## src/hw/rtl/pmfg_pkg.sv

```systemverilog
// Shared types, constants and tables for the prism face generator.
// Used by every module under hw/rtl; depends on nothing else.
`default_nettype none

package pmfg_pkg;

	localparam int MAX_SIDES_DEF   = 256;
	localparam int COORD_WIDTH_DEF = 16;
	localparam int VERTS           = 12;
	localparam int PHASE_W         = 32;
	localparam int TRIG_W          = 33;
	localparam int DIV_BITS        = 4;
	localparam int DIV_STAGES      = PHASE_W / DIV_BITS;
	localparam int CORDIC_STEPS    = 16;
	localparam int CORDIC_PER      = 2;
	localparam int CORDIC_STAGES   = CORDIC_STEPS / CORDIC_PER;
	localparam int FIFO_DEPTH      = 4;

	localparam logic [14:0] RADIUS_RST = 15'd4096;
	localparam logic [14:0] HALF_RST   = 15'd2048;
	localparam logic [8:0]  NUM_DIV_RST = 9'd24;
	localparam logic [31:0] RGBA_RST   = 32'hFFFF_FFFF;

	localparam logic signed [TRIG_W-1:0] CORDIC_START = 33'sd652032874;
	localparam logic signed [TRIG_W-1:0] ONE_Q30      = 33'sd1073741824;

	typedef enum logic [1:0] {
		REG_RADIUS      = 2'd0,
		REG_HALF_LENGTH = 2'd1,
		REG_NUM_DIV     = 2'd2,
		REG_RGBA        = 2'd3
	} cfg_reg_t;

	typedef enum logic [1:0] {
		RING_A      = 2'd0,
		RING_B      = 2'd1,
		RING_CENTER = 2'd2
	} ring_sel_t;

	typedef struct packed {
		logic       second;
		logic [7:0] face;
	} job_tag_t;

	localparam logic [29:0] ATAN_TURNS [0:CORDIC_STEPS-1] = '{
		30'd536870912, 30'd316933406, 30'd167458907, 30'd85004756,
		30'd42667331,  30'd21354465,  30'd10679838,  30'd5340245,
		30'd2670163,   30'd1335087,   30'd667544,    30'd333772,
		30'd166886,    30'd83443,     30'd41722,     30'd20861
	};

	localparam ring_sel_t SLOT_RING [0:VERTS-1] = '{
		RING_A, RING_B, RING_A, RING_A, RING_B, RING_B,
		RING_A, RING_CENTER, RING_B, RING_CENTER, RING_A, RING_B
	};

	localparam logic SLOT_TOP [0:VERTS-1] = '{
		1'b1, 1'b1, 1'b0, 1'b0, 1'b1, 1'b0, 1'b1, 1'b1, 1'b1, 1'b0, 1'b0, 1'b0
	};

	function automatic logic signed [TRIG_W-1:0] shr_tz(
		input logic signed [TRIG_W-1:0] v,
		input int                       sh
	);
		logic signed [TRIG_W-1:0] m;
		begin
			if (v < 0) begin
				m = -v;
				shr_tz = -(m >>> sh);
			end else begin
				shr_tz = v >>> sh;
			end
		end
	endfunction

endpackage

`default_nettype wire

```

## src/hw/rtl/pmfg_scale.sv

```systemverilog
// Scales Q2.30 cos and sin by the radius with rounding and saturation to
// the coordinate width, in three stages. Depends on pmfg_pkg.
`default_nettype none

module pmfg_scale
	import pmfg_pkg::*;
#(
	parameter int COORD_WIDTH = COORD_WIDTH_DEF
) (
	input  logic                          clk,
	input  logic                          arst_n,
	input  logic                          in_valid,
	input  logic signed [TRIG_W-1:0]      in_cos,
	input  logic signed [TRIG_W-1:0]      in_sin,
	input  job_tag_t                      in_tag,
	input  logic [14:0]                   radius,
	output logic                          out_valid,
	output logic signed [COORD_WIDTH-1:0] out_x,
	output logic signed [COORD_WIDTH-1:0] out_z,
	output job_tag_t                      out_tag
);

	localparam int SW = (COORD_WIDTH > 18 ? COORD_WIDTH : 18) + 1;
	localparam logic signed [SW-1:0] LIM_HI = SW'((64'sd1 <<< (COORD_WIDTH - 1)) - 1);
	localparam logic signed [SW-1:0] LIM_LO = -LIM_HI - SW'(1);

	logic        vld_s1, vld_s2, vld_s3;
	logic [31:0] mx_s1, mz_s1;
	logic        nx_s1, nz_s1, nx_s2, nz_s2;
	logic [46:0] px_s2, pz_s2;
	job_tag_t    tag_s1, tag_s2, tag_s3;
	logic signed [COORD_WIDTH-1:0] x_s3, z_s3;

	function automatic logic signed [COORD_WIDTH-1:0] round_sat(
		input logic [46:0] p,
		input logic        neg
	);
		logic [16:0]        r;
		logic signed [SW-1:0] v;
		begin
			r = 17'((p + 47'(1 << 29)) >> 30);
			v = neg ? -SW'(r) : SW'(r);
			if (v > LIM_HI) begin
				v = LIM_HI;
			end else if (v < LIM_LO) begin
				v = LIM_LO;
			end
			round_sat = v[COORD_WIDTH-1:0];
		end
	endfunction

	always_ff @(posedge clk or negedge arst_n) begin
		if (!arst_n) begin
			vld_s1 <= 1'b0;
			vld_s2 <= 1'b0;
			vld_s3 <= 1'b0;
		end else begin
			vld_s1 <= in_valid;
			vld_s2 <= vld_s1;
			vld_s3 <= vld_s2;
		end
	end

	always_ff @(posedge clk) begin
		nx_s1  <= in_cos < 0;
		nz_s1  <= in_sin < 0;
		mx_s1  <= 32'(in_cos < 0 ? -in_cos : in_cos);
		mz_s1  <= 32'(in_sin < 0 ? -in_sin : in_sin);
		tag_s1 <= in_tag;
		px_s2  <= 47'(mx_s1) * 47'(radius);
		pz_s2  <= 47'(mz_s1) * 47'(radius);
		nx_s2  <= nx_s1;
		nz_s2  <= nz_s1;
		tag_s2 <= tag_s1;
		x_s3   <= round_sat(px_s2, nx_s2);
		z_s3   <= round_sat(pz_s2, nz_s2);
		tag_s3 <= tag_s2;
	end

	assign out_valid = vld_s3;
	assign out_x     = x_s3;
	assign out_z     = z_s3;
	assign out_tag   = tag_s3;

endmodule

`default_nettype wire

```

## config.mk

```make
export PLATFORM = sky130hd
export DESIGN_NAME = pmfg_scale
export DESIGN_NICKNAME = d
export VERILOG_FILES = /design/src/hw/rtl/pmfg_pkg.sv /design/src/hw/rtl/pmfg_scale.sv
export SDC_FILE = /design/constraint.sdc
export NUM_CORES = 2
export LEC_CHECK = 0
export ABC_CLOCK_PERIOD_IN_PS = 8720
export BUFFER_PORTS_ARGS = -buffer_cell sky130_fd_sc_hd__buf_2
export CAP_MARGIN = 10
export CORE_ASPECT_RATIO = 0.6
export CORE_UTILIZATION = 30
export CTS_CLUSTER_DIAMETER = 150
export DETAILED_ROUTE_END_ITERATION = 12
export SETUP_SLACK_MARGIN = 0.15
export SYNTH_ARGS = -nofsm -noshare
export SYNTH_HDL_FRONTEND = slang
export SYNTH_SLANG_ARGS = --single-unit
export TNS_END_PERCENT = 50
```

## constraint.sdc

```tcl
create_clock -name clk -period 8.72 [get_ports clk]
set_input_delay 1.308 -clock clk [delete_from_list [all_inputs] [get_ports clk]]
set_output_delay 1.308 -clock clk [all_outputs]
set_load 0.005 [all_outputs]
```

==> metrics <==
status=complete, no violations; clk buf depth=2; crit path capture type=flip-flop; startpoint types=input port; fin crit share=90.9%; CTS root buffer=clkbuf_16; multi-input logic area=28,400 µm²; CTS tree=done; maximum clock frequency=0.126 GHz; Initial Util=30.4%; post-synth top area cell=fa_1; row count=97; RSZ-0062 raised after global routing=false; Slew HR=20.0%; die area=120,000 µm²; Hold Vio Cnt, Final=0; Area growth syn-to-layout=8.43%; Worst Hold Class=flip-flop to flip-flop; YS warnings=0; filler cell count=12,250; DR pass1 iterations=5; vias in the first global route=27,483; Via density=4.68; Post-DP HPWL=77.8 mm; Routed WL per cell=17.4 µm; library cells used by synthesis=78; Avg Cell Area, Syn=8.95 µm²; Post-synth EDFFs=0; CTS resizes=0; top cell type's share of synthesized area=43.5%; Die X-Extent=447 µm; core area=117,000 µm²; Critical Path Fanout Max=40; CTS buffer count=17; synthesized netlist cell count=3,982; Slew Viols, Final=0; cts hold-fix bufs=0; DR vias=26,181; synthesized flop and latch total=166; Die Y-Extent=269 µm; IO Pins=135; Primary FF master, synth=dfxtp_1; critical path type=input port to flip-flop; Port Buffers=134; DR DRC count=0; first-pass GRT wire length=158 mm; Placer Congestion=0.883; CTS sink count=166; actual slew at the worst max-slew pin=1200 ps; sequential share of the synthesized area=9.36%; register area=3340 µm²; Inst Count DP=5,563; Setup Viol. Count Final=0; Setup Skew=14.4 ps; Final Instance Count excl. Fillers=5,600; Tmin final=7930 ps; asr flop ratio synth=1.81%; antenna violations before repair=9; WP data required=9140 ps; clock-pin slew on the worst setup and hold paths=80 ps; pin count of the biggest net entering global routing=53; htree depth=4; CP arrival=8350 ps; Synth Net Count=5,071; layout cells sized above 1=6.11%; final wirelength=97.3 mm; fin nets=5,087; Post-Syn Area=35,700 µm²; GRT Total Usage=17.0%; Maximum Capacitance Violations=0; ranking of synthesized cells by area=fa_1 (43%), and2_1 (9.6%), dfxtp_1 (9.2%), inv_1 (8.8%), ha_1 (7.8%); drt initial violations=2,046; Worst-Skew Late Latency=520 ps; grt total ovfl=0; antenna-violating nets left=0; Post-CTS Setup Bufs=0
## metrics by stage
step	setup TNS (ps)	instance area (µm²)	worst slack (ps)	hold WS [ps]	utilization (%)
after floorplan	0	35700	1390	310	-
after global placement	-2800	38100	-617	310	32.5
after detailed placement	0	38100	330	312	32.5
after CTS	0	38600	866	332	33.0
after global routing	0	38600	420	337	33.0
final	0	38700	794	330	33.0
## layer usage
| layer | routed length (µm) | track usage, % |
|---|---|---|
| met3 | 8210 | 4.11 |
| met5 | 32 | 0 |
| met2 | 39100 | 24.2 |
| met1 | 48400 | 25.8 |
| met4 | 1620 | 3.66 |
## area by class of cell
class | count | area share (%)
Sequential cell | 166 | 8.64
Antenna cell | 5 | 0.0324
Timing Repair Buffer | 193 | 3.04
Inverter | 840 | 8.16
Multi-Input combinational cell | 2780 | 73.5
Clock inverter | 15 | 0.401
Tap cell | 1584 | 5.13
Clock buffer | 17 | 1.10
## cell families (layout without fill, tap and decap cells)
family | count (synthesis) | after routing | synth area share (%)
buffers and inverters | 1036 | 1065 | 10.9
AND/OR/NAND/NOR | 1318 | 1318 | 19.1
adder cells (fa/ha/maj) | 996 | 996 | 51.3
multiplexers | 4 | 4 | 0.112
flip-flops | 166 | 166 | 9.36
XOR/XNOR | 141 | 141 | 3.46
AO/OA/AOI/OAI | 321 | 321 | 5.74
other | 0 | 5 | 0
## flip-flops by register name, summed over array words and instances, names as in the netlist
signal and flops:
vld_s1 1, nz_s1 1, nx_s1 1, out_z 16
out_tag 9, nx_s2 1, tag_s1 9, out_valid 1
px_s2 18, pz_s2 18, mx_s1 32, mz_s1 32
nz_s2 1, tag_s2 9, vld_s2 1, out_x 16
## cells in the mapped netlist, types with 7 or more instances
library cell  instances
o41ai_1               7
or3_1                12
a211oi_1             12
xor2_1               24
o31ai_1              19
and3_1               10
inv_1               839
o21ai_0              70
buf_2                 7
or4_1                13
a31oi_1              12
nor2b_1              11
o21a_1               15
nor2_1               68
nand4_1              27
a21oi_1              77
nand2b_1             10
and2_1              549
nor3_1               32
nand3_1              47
dfxtp_1             163
fa_1                774
clkbuf_1            185
ha_1                222
a21o_1               27
xnor2_1             117
o211ai_1             16
nand2_1             502
o21ai_1              23
## layout by cell type (no fill, tap or decap), types with 53 or more instances in the layout
master / n
ha_1: 222
a21oi_1: 77
nor2_1: 68
dfxtp_1: 163
inv_1: 839
buf_4: 53
nand2_1: 502
xnor2_1: 117
buf_2: 135
o21ai_0: 70
fa_1: 774
and2_1: 549
## worst paths after layout
check,start,to,slack (ps),cells after the start
max,radius[3],pz_s2[44],790,24
max reg2reg,mz_s1[20],pz_s2[44],1520,21
min in group asynchronous,arst_n,vld_s1,570,1
min reg2reg,tag_s2[6],out_tag[6],330,0
min,tag_s2[6],out_tag[6],330,0
max in group asynchronous,arst_n,out_valid,8040,1
## critical path, cell delays in order
cell and delay [ps]:
buf_2 700, buf_4 370, and2_1 190, fa_1 400, inv_1 80, fa_1 410
inv_1 90, fa_1 440, fa_1 510, fa_1 500, inv_1 50, fa_1 480
inv_1 40, ha_1 350, a21oi_1 80, o21ai_0 310, a21oi_1 70, nor3_1 260
o21a_1 150, a21oi_1 140, a2111oi_2 670, nor2_1 160, a211o_1 300, a211oi_1 250
Power is left out: the tool's default activity adds up to more than one toggle a clock period on the data nets, which glitch-free logic cannot reach.
