<file path="src/hw/rtl/pmfg_pkg.sv">
// Shared types, constants and tables for the prism face generator.
// Used by every module under hw/rtl; depends on nothing else.
`default_nettype none

package pmfg_pkg;

	localparam int MAX_SIDES_DEF   = 256;
	localparam int COORD_WIDTH_DEF = 16;
	localparam int VERTS           = 12;
	localparam int PHASE_W         = 32;
	localparam int TRIG_W          = 33;
	localparam int DIV_BITS        = 4;
	localparam int DIV_STAGES      = PHASE_W / DIV_BITS;
	localparam int CORDIC_STEPS    = 16;
	localparam int CORDIC_PER      = 2;
	localparam int CORDIC_STAGES   = CORDIC_STEPS / CORDIC_PER;
	localparam int FIFO_DEPTH      = 4;

	localparam logic [14:0] RADIUS_RST = 15'd4096;
	localparam logic [14:0] HALF_RST   = 15'd2048;
	localparam logic [8:0]  NUM_DIV_RST = 9'd24;
	localparam logic [31:0] RGBA_RST   = 32'hFFFF_FFFF;

	localparam logic signed [TRIG_W-1:0] CORDIC_START = 33'sd652032874;
	localparam logic signed [TRIG_W-1:0] ONE_Q30      = 33'sd1073741824;

	typedef enum logic [1:0] {
		REG_RADIUS      = 2'd0,
		REG_HALF_LENGTH = 2'd1,
		REG_NUM_DIV     = 2'd2,
		REG_RGBA        = 2'd3
	} cfg_reg_t;

	typedef enum logic [1:0] {
		RING_A      = 2'd0,
		RING_B      = 2'd1,
		RING_CENTER = 2'd2
	} ring_sel_t;

	typedef struct packed {
		logic       second;
		logic [7:0] face;
	} job_tag_t;

	localparam logic [29:0] ATAN_TURNS [0:CORDIC_STEPS-1] = '{
		30'd536870912, 30'd316933406, 30'd167458907, 30'd85004756,
		30'd42667331,  30'd21354465,  30'd10679838,  30'd5340245,
		30'd2670163,   30'd1335087,   30'd667544,    30'd333772,
		30'd166886,    30'd83443,     30'd41722,     30'd20861
	};

	localparam ring_sel_t SLOT_RING [0:VERTS-1] = '{
		RING_A, RING_B, RING_A, RING_A, RING_B, RING_B,
		RING_A, RING_CENTER, RING_B, RING_CENTER, RING_A, RING_B
	};

	localparam logic SLOT_TOP [0:VERTS-1] = '{
		1'b1, 1'b1, 1'b0, 1'b0, 1'b1, 1'b0, 1'b1, 1'b1, 1'b1, 1'b0, 1'b0, 1'b0
	};

	function automatic logic signed [TRIG_W-1:0] shr_tz(
		input logic signed [TRIG_W-1:0] v,
		input int                       sh
	);
		logic signed [TRIG_W-1:0] m;
		begin
			if (v < 0) begin
				m = -v;
				shr_tz = -(m >>> sh);
			end else begin
				shr_tz = v >>> sh;
			end
		end
	endfunction

endpackage

`default_nettype wire

</file>
<file path="src/hw/rtl/pmfg_phase_div.sv">
// Pipelined restoring divider that turns ring vertex k of n into a 32-bit
// phase, rounded to nearest. Depends on pmfg_pkg.
`default_nettype none

module pmfg_phase_div
	import pmfg_pkg::*;
#(
	parameter int NW = 9
) (
	input  logic               clk,
	input  logic               arst_n,
	input  logic               in_valid,
	input  logic [NW-1:0]      in_k,
	input  logic [NW-1:0]      in_n,
	input  job_tag_t           in_tag,
	output logic               out_valid,
	output logic [PHASE_W-1:0] out_phase,
	output job_tag_t           out_tag
);

	logic               vld_s [0:DIV_STAGES];
	logic [NW-1:0]      rem_s [0:DIV_STAGES];
	logic [NW-1:0]      den_s [0:DIV_STAGES];
	logic [PHASE_W-1:0] quo_s [0:DIV_STAGES];
	logic [PHASE_W-1:0] low_s [0:DIV_STAGES];
	job_tag_t           tag_s [0:DIV_STAGES];

	assign vld_s[0] = in_valid;
	assign rem_s[0] = in_k;
	assign den_s[0] = in_n;
	assign quo_s[0] = '0;
	assign low_s[0] = PHASE_W'(in_n >> 1);
	assign tag_s[0] = in_tag;

	for (genvar s = 0; s < DIV_STAGES; s++) begin : g_stage
		logic [NW-1:0]      r_c;
		logic [NW:0]        t_c;
		logic [PHASE_W-1:0] q_c;
		logic [PHASE_W-1:0] l_c;

		always_comb begin
			r_c = rem_s[s];
			q_c = quo_s[s];
			l_c = low_s[s];
			t_c = '0;
			for (int b = 0; b < DIV_BITS; b++) begin
				t_c = {r_c, l_c[PHASE_W-1]};
				l_c = {l_c[PHASE_W-2:0], 1'b0};
				if (t_c >= {1'b0, den_s[s]}) begin
					r_c = NW'(t_c - {1'b0, den_s[s]});
					q_c = {q_c[PHASE_W-2:0], 1'b1};
				end else begin
					r_c = t_c[NW-1:0];
					q_c = {q_c[PHASE_W-2:0], 1'b0};
				end
			end
		end

		always_ff @(posedge clk or negedge arst_n) begin
			if (!arst_n) begin
				vld_s[s+1] <= 1'b0;
			end else begin
				vld_s[s+1] <= vld_s[s];
			end
		end

		always_ff @(posedge clk) begin
			rem_s[s+1] <= r_c;
			den_s[s+1] <= den_s[s];
			quo_s[s+1] <= q_c;
			low_s[s+1] <= l_c;
			tag_s[s+1] <= tag_s[s];
		end
	end

	assign out_valid = vld_s[DIV_STAGES];
	assign out_phase = quo_s[DIV_STAGES];
	assign out_tag   = tag_s[DIV_STAGES];

endmodule

`default_nettype wire

</file>
<file path="config.mk">
export PLATFORM = sky130hd
export DESIGN_NAME = pmfg_phase_div
export DESIGN_NICKNAME = d
export VERILOG_FILES = /design/src/hw/rtl/pmfg_pkg.sv /design/src/hw/rtl/pmfg_phase_div.sv
export SDC_FILE = /design/constraint.sdc
export NUM_CORES = 1
export LEC_CHECK = 0
export BUFFER_PORTS_ARGS = -buffer_cell sky130_fd_sc_hd__buf_2
export CAP_MARGIN = 20
export CORE_MARGIN = 4
export CORE_UTILIZATION = 60
export DETAILED_ROUTE_END_ITERATION = 10
export PLACE_DENSITY = 0.8
export SLEW_MARGIN = 20
export SYNTH_ARGS = -nofsm -noshare
export SYNTH_HDL_FRONTEND = slang
export SYNTH_SLANG_ARGS = --single-unit
</file>
<file path="constraint.sdc">
create_clock -name clk -period 11 [get_ports clk]
set_input_delay 2.2 -clock clk [delete_from_list [all_inputs] [get_ports clk]]
set_output_delay 2.2 -clock clk [all_outputs]
set_load 0.01 [all_outputs]
</file>
==> results of run 1 <==
[area by class of cell]
| cell class | count | area, um2 | share of cell area (%) |
|---|---|---|---|
| clock buffer | 43 | 988 | 4.13 |
| clock inverter | 23 | 290 | 1.21 |
| inverter | 176 | 668 | 2.79 |
| multi-input combinational | 1815 | 13900 | 58.2 |
| sequential | 350 | 7050 | 29.4 |
| tap | 461 | 577 | 2.41 |
| timing repair buffer | 82 | 438 | 1.83 |
[timing repair]
| item | CTS | global route |
|---|---|---|
| buffers inserted | 0 | 0 |
| endpoints found under the hold margin | 0 | 0 |
| gates resized for setup | 0 | 1 |
| setup endpoints to repair | 0 | 2 |
[layer usage]
metal | vias up | share of wire [%] | GRT usage (%)
met4 | 0 | 3.6 | 9.09
li1 | 8737 | - | -
met5 | - | 0 | 0
met3 | 134 | 5.0 | 4.25
met1 | 8157 | 45 | 32.4
met2 | 436 | 47 | 42.3
[registers in the layout, summed over array words and instances, names as in the netlist]
signal,flops
quo_s,112
out_valid,1
out_phase,32
den_s,57
out_tag,9
tag_s,63
low_s,1
rem_s,63
vld_s,7
g_stage.l_c,5
[cell families (layout without fill, tap and decap cells)]
kind of cell    after synthesis  in the layout  synth area share, %
mux                         125            125                 6.33
buf+inv                     219            324                 4.23
xor+xnor                    176            176                 7.04
compound gates              659            659                 20.6
flops                       350            350                 32.2
simple gates                572            572                 13.1
fa+ha+maj                   283            283                 16.6
[cell usage after synthesis, types with 9 or more instances]
cell	count	area [um2]
xnor2_1	113	990
o221ai_1	11	96.3
mux2_1	14	158
a31oi_1	17	106
nor3_1	36	180
o21bai_1	25	188
a211oi_1	14	105
nand3_1	25	125
nand2_1	122	458
o21a_1	30	225
ha_1	270	3380
nor2b_1	49	307
o211ai_1	11	82.6
o31ai_1	13	97.6
or2_2	9	56.3
o21ai_0	134	671
a21boi_0	14	105
nor2_1	174	653
buf_2	11	55.1
fa_1	13	260
nand2b_1	43	269
mux2_2	80	901
nand4_1	21	131
and3_1	16	100
and2_1	18	113
or3_1	18	113
buf_4	14	105
o41ai_1	11	96.3
dfxtp_1	342	6850
inv_2	10	37.5
a221o_1	11	110
a21o_1	88	661
mux2i_1	27	270
inv_1	161	604
clkbuf_1	12	45.0
a21oi_1	163	816
xor2_1	63	552
[how the worst min path moves through the flow]
stage / from / end / slack [ns]
after floorplan: quo_s[38]$_DFF_P_ / out_phase[10]$_DFF_P_ / 0.31
after global placement: quo_s[38]$_DFF_P_ / out_phase[10]$_DFF_P_ / 0.31
after detailed placement: quo_s[55]$_DFF_P_ / out_phase[27]$_DFF_P_ / 0.31
after CTS: tag_s[16]$_DFF_P_ / out_tag[7]$_DFF_P_ / 0.32
after global routing: quo_s[96]$_DFF_P_ / quo_s[68]$_DFF_P_ / 0.32
final: quo_s[129]$_DFF_P_ / quo_s[101]$_DFF_P_ / 0.32
[stage by stage]
step	instances	util, %
after floorplan	2384	-
after detailed placement	2884	63.3
after CTS	2950	66.8
final	2950	66.8
after global placement	2884	63.3
after global routing	2950	66.8
==> impl_metrics.ini, run 1 <==
[status]
status = finished clean

[clock_tree]
clk_latency_ns = 0.56
cts_htree_levels = 2
cts_buffer_depth = 3
cts_tree = built
cts_hold_buf = 0
clkTransAtPathRegs_ns = 0.06
clock-root-buffer = clkbuf_16
cts.sinks = 350
cts-buffers-inserted = 36

[finish]
final_common_cell = dfxtp_1
final_area_um2 = 24000
area_delta_synth_final_pct = 9.34
mostFrequentLayoutCells = 342 x dfxtp_1, 270 x ha_1, 174 x nor2_1
diodes = 0
num-nets-final = 2774
num-fill-cells = 2897
drive_above_1_share_pct = 12.1

[floorplanning]
rows = 69
core_um2 = 35800
initial_core_util_pct = 61.1
die_y_um = 199
die_w_um = 199
io_pins = 72
die_area_um2 = 39600

[worst_setup_path]
reg2reg_depth = 30
cp-start-kind = input port
reg2reg_to = rem_s[61]$_DFF_P_
rr_startpoint = den_s[63]$_DFF_P_
cp_top_family = compound AO/OA/AOI/OAI gates
crit_path_end = rem_s[65]$_DFF_P_
max_stage_delay_ns = 0.44
cp.arrival_ns = 10.82
rrSetupSlack_ns = 1.13
worstSetupPathType = in2reg
cp_common_cell = ha_1
startpoint = in_n[2]
cp.depth = 36
slowest_stage = nor4_2
end_kind = flip-flop
cp.required_ns = 11.44
crit_path_max_fanout = 10
cp_num_buf_inv = 5

[global_routing]
track_usage_pct = 25.0
grt.overflow.total = 0
antenna_found_initial = 1
grt_max_degree = 17
grt_pass1_vias = 17200
grt_pass1_wl_mm = 82.8

[drt]
totalWireLength_mm = 49.9
drc_errors = 0
drtIter0Drc = 1073
drt_pass1_iterations = 5
post_drt_wl_per_cell_um = 16.9
vias_per_cell = 5.92
num_vias = 17500
ant_nets = 0

[yosys]
yosys_warnings = 0
synth_cells = 2384
ys_async_sr_fraction_pct = 2.29
ys_ff_latch = 350
seq_area_frac_synth_pct = 32.2
avgSynthCellArea_um2 = 9.19
synth_nets = 2697
ys.flop_type = dfxtp_1
synth_edf_count = 0
ys_types = 103
syn_area_um2 = 21900

[placement]
place_congestion = 0.916
dp_slack_ns = 0.0366
postPlaceCellArea_um2 = 22700
detailedPlacementHpwl_mm = 38.8
io_buffer_count = 71

[timing]
setup_viol = 0
grt_setup_unrepaired = no
fin_worst_hold_slack_ns = 0.321
relSlewSlack_pct = 27.9
tns_ns = 0
hold_viol_final = 0
worst_pin_slew_ns = 1.07
finalWorstSetupSlack_ns = 0.616
period_share_pct = 94.4
clock_skew_ns = 0.0127
slew_violations = 0
period_needed_ns = 10.38
fmax_ghz = 0.0963

[flow_run]
cap_violations = 0

[min_path]
min_path_type = reg2reg
min_path_cells = 0
Power of run 1 is left out: the tool's default activity adds up to more than one toggle a clock period on the data nets, which glitch-free logic cannot reach.
==> inputs of run 2 (changes only) <==
--- a/config.mk
+++ b/config.mk
@@ -10,6 +10,7 @@
 export CORE_MARGIN = 4
 export CORE_UTILIZATION = 60
 export DETAILED_ROUTE_END_ITERATION = 10
+export GPL_TIMING_DRIVEN = 0
 export PLACE_DENSITY = 0.8
 export SLEW_MARGIN = 20
 export SYNTH_ARGS = -nofsm -noshare
==> constraint.sdc (replaced) <==
create_clock -name clk -period 12.19 [get_ports clk]
set_input_delay 2.438 -clock clk [delete_from_list [all_inputs] [get_ports clk]]
set_output_delay 2.438 -clock clk [all_outputs]
set_load 0.01 [all_outputs]
==> run 2 against run 1 <==
Effect of this change:
- critical path depth grew 4
- largest cell class unchanged
- global-route usage shrank 0.39 points
- hold slack lost 0.0032 ns
- sequential share of layout area down 0.20 points
- register-to-register slack better by 1.4 ns
- critical endpoint is now rem_s[71]$_DFF_P_
- core utilization grew 0.45 points
==> impl_metrics.ini, run 2 (synthesis results as in run 1) <==
[status]
status = finished clean

[finish]
final_common_cell = dfxtp_1
top_regs = quo_s (112), rem_s (63), tag_s (63)
drive_above_1_share_pct = 12.5
regMostFlops = quo_s
mostFrequentLayoutCells = 342 x dfxtp_1, 270 x ha_1, 174 x nor2_1
diodes = 0
area_delta_synth_final_pct = 10.1
largest_reg_flops = 112
num-nets-final = 2807

[floorplanning]
die_y_um = 199
die_area_um2 = 39600
rows = 69
initial_core_util_pct = 61.1
die_w_um = 199
core_um2 = 35800
io_pins = 72

[global_routing]
antenna_found_initial = 1
grt.overflow.total = 0
grt_pass1_vias = 16900
grt_pass1_wl_mm = 81.6
track_usage_pct = 24.7
grt_max_degree = 17

[drt]
totalWireLength_mm = 49.3
drtIter0Drc = 1160
post_drt_wl_per_cell_um = 16.5
num_vias = 17500
ant_nets = 0
vias_per_cell = 5.85
drc_errors = 0
drt_pass1_iterations = 7

[timing]
fmax_ghz = 0.0872
tns_ns = 0
period_share_pct = 94.1
relSlewSlack_pct = 51.9
period_needed_ns = 11.47
worst_pin_slew_ns = 0.712
slew_violations = 0
finalWorstSetupSlack_ns = 0.718
hold_viol_final = 0
setup_viol = 0
clock_skew_ns = 0.0272
grt_setup_unrepaired = no

[clock_tree]
cts.sinks = 350
clk_latency_ns = 0.57
cts_hold_buf = 0
post-cts-setup-buffer-count = 0
cts_resized = 0
cts-buffers-inserted = 37
clkTransAtPathRegs_ns = 0.06
cts_tree = built
cts_htree_levels = 2
cts_buffer_depth = 3
clock-root-buffer = clkbuf_16

[worst_setup_path]
slowest_stage = nor4_2
crit_path_max_fanout = 10
cp_num_buf_inv = 8
max_stage_delay_ns = 0.42
worstSetupPathType = in2reg
cp.arrival_ns = 11.90
cp_common_cell = ha_1
end_kind = flip-flop
cp.required_ns = 12.62
cp_top_family = compound AO/OA/AOI/OAI gates
cp-start-kind = input port

[placement]
io_buffer_count = 71
detailedPlacementHpwl_mm = 38.8
dp_slack_ns = 0.386
place_congestion = 0.919

[flow_run]
cap_violations = 0

[min_path]
min_path_type = reg2reg
-- run 2: cell types whose count changed in the layout (fill, tap and decap cells not counted), moves of 2 or more --
cell,before,now
clkbuf_8,4,2
buf_4,11,14
buf_6,0,4
clkbuf_1,2,16
clkinv_2,5,7
inv_6,3,1
buf_1,0,2
buf_2,71,82
-- run 2: layer usage --
metal | up-vias | track usage [%] | part of all wire [%]
li1 | 8785 | - | -
met3 | 106 | 3.78 | 4.6
met1 | 8145 | 32.0 | 45
met2 | 421 | 42.1 | 47
met4 | 2 | 8.41 | 2.8
met5 | - | 0 | 0.026
-- run 2: worst register-to-register path: cells and delay by family, from the launching register on --
kind                       cells  cell delay, ns
buffers and inverters          5            1.09
DFF                            1            0.35
and+or+nand+nor                3            0.37
muxes                          3            1.01
adders and majority gates      4            1.59
AOI/OAI and AO/OA             17            5.14
-- run 2: worst paths after layout --
kind / startpoint / endpoint / slack (ns) / depth (start not counted)
max: in_n[3] / rem_s[71]$_DFF_P_ / 0.72 / 40
min: quo_s[104]$_DFF_P_ / quo_s[76]$_DFF_P_ / 0.32 / 0
max reg2reg: den_s[63]$_DFF_P_ / rem_s[61]$_DFF_P_ / 2.53 / 32
min reg2reg: quo_s[104]$_DFF_P_ / quo_s[76]$_DFF_P_ / 0.32 / 0
max in group asynchronous: arst_n / vld_s[3]$_DFF_PN0_ / 10.32 / 1
min in group asynchronous: arst_n / vld_s[6]$_DFF_PN0_ / 1.72 / 1
-- run 2: per-stage QoR --
stage / hold WS, ns / cells / utilization (%) / instance area (um2)
final: 0.317 / 2983 / 67.3 / 24100
after floorplan: 0.310 / 2384 / - / 21900
after global routing: 0.328 / 2983 / 67.3 / 24100
after detailed placement: 0.312 / 2916 / 63.7 / 22800
after global placement: 0.309 / 2916 / 63.7 / 22800
after CTS: 0.318 / 2983 / 67.3 / 24100
-- run 2: final cells by class --
| cell class | instances | area (um2) |
|---|---|---|
| Tap cell | 461 | 577 |
| Timing Repair Buffer | 71 | 355 |
| Clock buffer | 44 | 993 |
| Sequential cell | 350 | 7050 |
| Multi-Input combinational cell | 1815 | 13900 |
| Clock inverter | 23 | 280 |
| Fill cell | 2829 | 11700 |
| Buffer | 43 | 258 |
| Inverter | 176 | 668 |
Power of run 2 is left out for the same reason.
==> inputs of run 3 (changes only) <==
--- a/config.mk
+++ b/config.mk
@@ -7,11 +7,13 @@
 export LEC_CHECK = 0
 export BUFFER_PORTS_ARGS = -buffer_cell sky130_fd_sc_hd__buf_2
 export CAP_MARGIN = 20
+export CELL_PAD_IN_SITES_DETAIL_PLACEMENT = 1
+export CELL_PAD_IN_SITES_GLOBAL_PLACEMENT = 1
 export CORE_MARGIN = 4
-export CORE_UTILIZATION = 60
+export CORE_UTILIZATION = 53
 export DETAILED_ROUTE_END_ITERATION = 10
 export GPL_TIMING_DRIVEN = 0
-export PLACE_DENSITY = 0.8
+export PLACE_DENSITY = 0.9
 export SLEW_MARGIN = 20
 export SYNTH_ARGS = -nofsm -noshare
 export SYNTH_HDL_FRONTEND = slang
==> run 3 against run 2 <==
Effect of this change:
- final cell count up 2.4%
- hold slack hardly changed
- core utilization shrank 8.0 points
- clock-buffer cell count is 8 higher
- highest routed layer is now met4
- largest cell class unchanged
- non-clock buffer count unchanged
- routed wire length increased by 31%
==> impl_metrics.ini, run 3 (synthesis results as in run 1) <==
[clock_tree]
cts.sinks = 350
cts_htree_levels = 2
clock-root-buffer = clkbuf_16
cts_buffer_depth = 3
post-cts-setup-buffer-count = 0
cts-buffers-inserted = 38
clkTransAtPathRegs_ns = 0.07
cts_hold_buf = 0
cts_tree = built
clk_latency_ns = 0.55
cts_resized = 0

[worst_setup_path]
cp_common_cell = ha_1
max_stage_delay_ns = 0.43
worstSetupPathType = in2reg
end_kind = flip-flop
cp-start-kind = input port
crit_path_max_fanout = 10
cp.arrival_ns = 12.03
slowest_stage = o311a_1
cp.required_ns = 12.61

[global_routing]
grt_use_met1_pct = 32.8
top_usage_layer = met2
grt_pass1_wl_mm = 103
met3_usage_pct = 3.96
track_usage_pct = 28.1
grt_max_degree = 16
antenna_found_initial = 0
grt_use_met2_pct = 51.8
grt_pass1_vias = 20300
grt.overflow.total = 0

[floorplanning]
rows = 74
die_area_um2 = 44600
core_um2 = 40800
initial_core_util_pct = 53.6
die_w_um = 211
io_pins = 72
die_y_um = 211

[placement]
detailedPlacementHpwl_mm = 48.0
io_buffer_count = 71
place_congestion = 0.895
dp_slack_ns = 0.0429
postPlaceCellArea_um2 = 22900

[finish]
drive_above_1_share_pct = 12.4
num-fill-cells = 4676
final_common_cell = dfxtp_1
regMostFlops = quo_s
area_delta_synth_final_pct = 10.5
largest_reg_flops = 112
mostFrequentLayoutCells = 342 x dfxtp_1, 270 x ha_1, 174 x nor2_1
top_regs = quo_s (112), rem_s (63), tag_s (63)
final_area_um2 = 24200
multi_input_area_um2 = 13900
seqCellArea_um2 = 7050
diodes = 0
final_util_pct = 59.3
num-nets-final = 2808

[timing]
period_needed_ns = 11.61
clock_skew_ns = 0.0132
tns_ns = 0
hold_viol_final = 0
period_share_pct = 95.2
worst_pin_slew_ns = 0.964
fmax_ghz = 0.0861
setup_viol = 0
relSlewSlack_pct = 34.9
slew_violations = 0
grt_setup_unrepaired = no
finalWorstSetupSlack_ns = 0.582

[drt]
ant_nets = 0
drtIter0Drc = 986
vias_per_cell = 6.06
post_drt_wl_per_cell_um = 21.1
num_vias = 18500
totalWireLength_mm = 64.4
drc_errors = 0
drt_pass1_iterations = 5

[flow_run]
cap_violations = 0

[status]
status = finished clean

[min_path]
min_path_type = reg2reg
[run 3: worst paths after layout]
| path | from | end | slack (ns) | cells after the start |
|---|---|---|---|---|
| min in group asynchronous | arst_n | out_valid$_DFF_PN0_ | 1.72 | 1 |
| setup reg to reg | low_s[95]$_DFF_P_ | rem_s[16]$_DFF_P_ | 1.89 | 38 |
| hold / removal | quo_s[51]$_DFF_P_ | out_phase[23]$_DFF_P_ | 0.32 | 0 |
| hold reg to reg | quo_s[51]$_DFF_P_ | out_phase[23]$_DFF_P_ | 0.32 | 0 |
| setup / recovery | in_n[3] | rem_s[71]$_DFF_P_ | 0.58 | 41 |
| max in group asynchronous | arst_n | vld_s[2]$_DFF_PN0_ | 10.29 | 1 |
[run 3: routing by layer]
metal  up-vias  wire length (um)
li1       8790                 -
met4         0              2400
met3       174              2290
met5         -                 0
met2       430             32800
met1      9109             26900
[run 3: final cells by class]
type | instances | share of cell area, %
Clock buffer | 52 | 4.53
Inverter | 176 | 2.76
Timing Repair Buffer | 71 | 1.47
Sequential cell | 350 | 29.1
Multi-Input combinational cell | 1815 | 57.6
Tap cell | 532 | 2.75
Clock inverter | 15 | 0.749
Buffer | 43 | 1.07
[run 3: through the flow]
stage	instances	hold slack (ns)
floorplan	2384	0.310
global placement	2987	0.310
detailed placement	2987	0.313
CTS	3054	0.321
global route	3054	0.325
finish	3054	0.318
[run 3: critical path: cells and delay by family]
family,cells,cell delay [ns]
buffers and inverters,8,1.52
adder cells (fa/ha/maj),4,1.28
AO/OA/AOI/OAI,16,3.86
AND/OR/NAND/NOR,11,2.23
multiplexers,2,0.67
Power of run 3 is left out for the same reason.
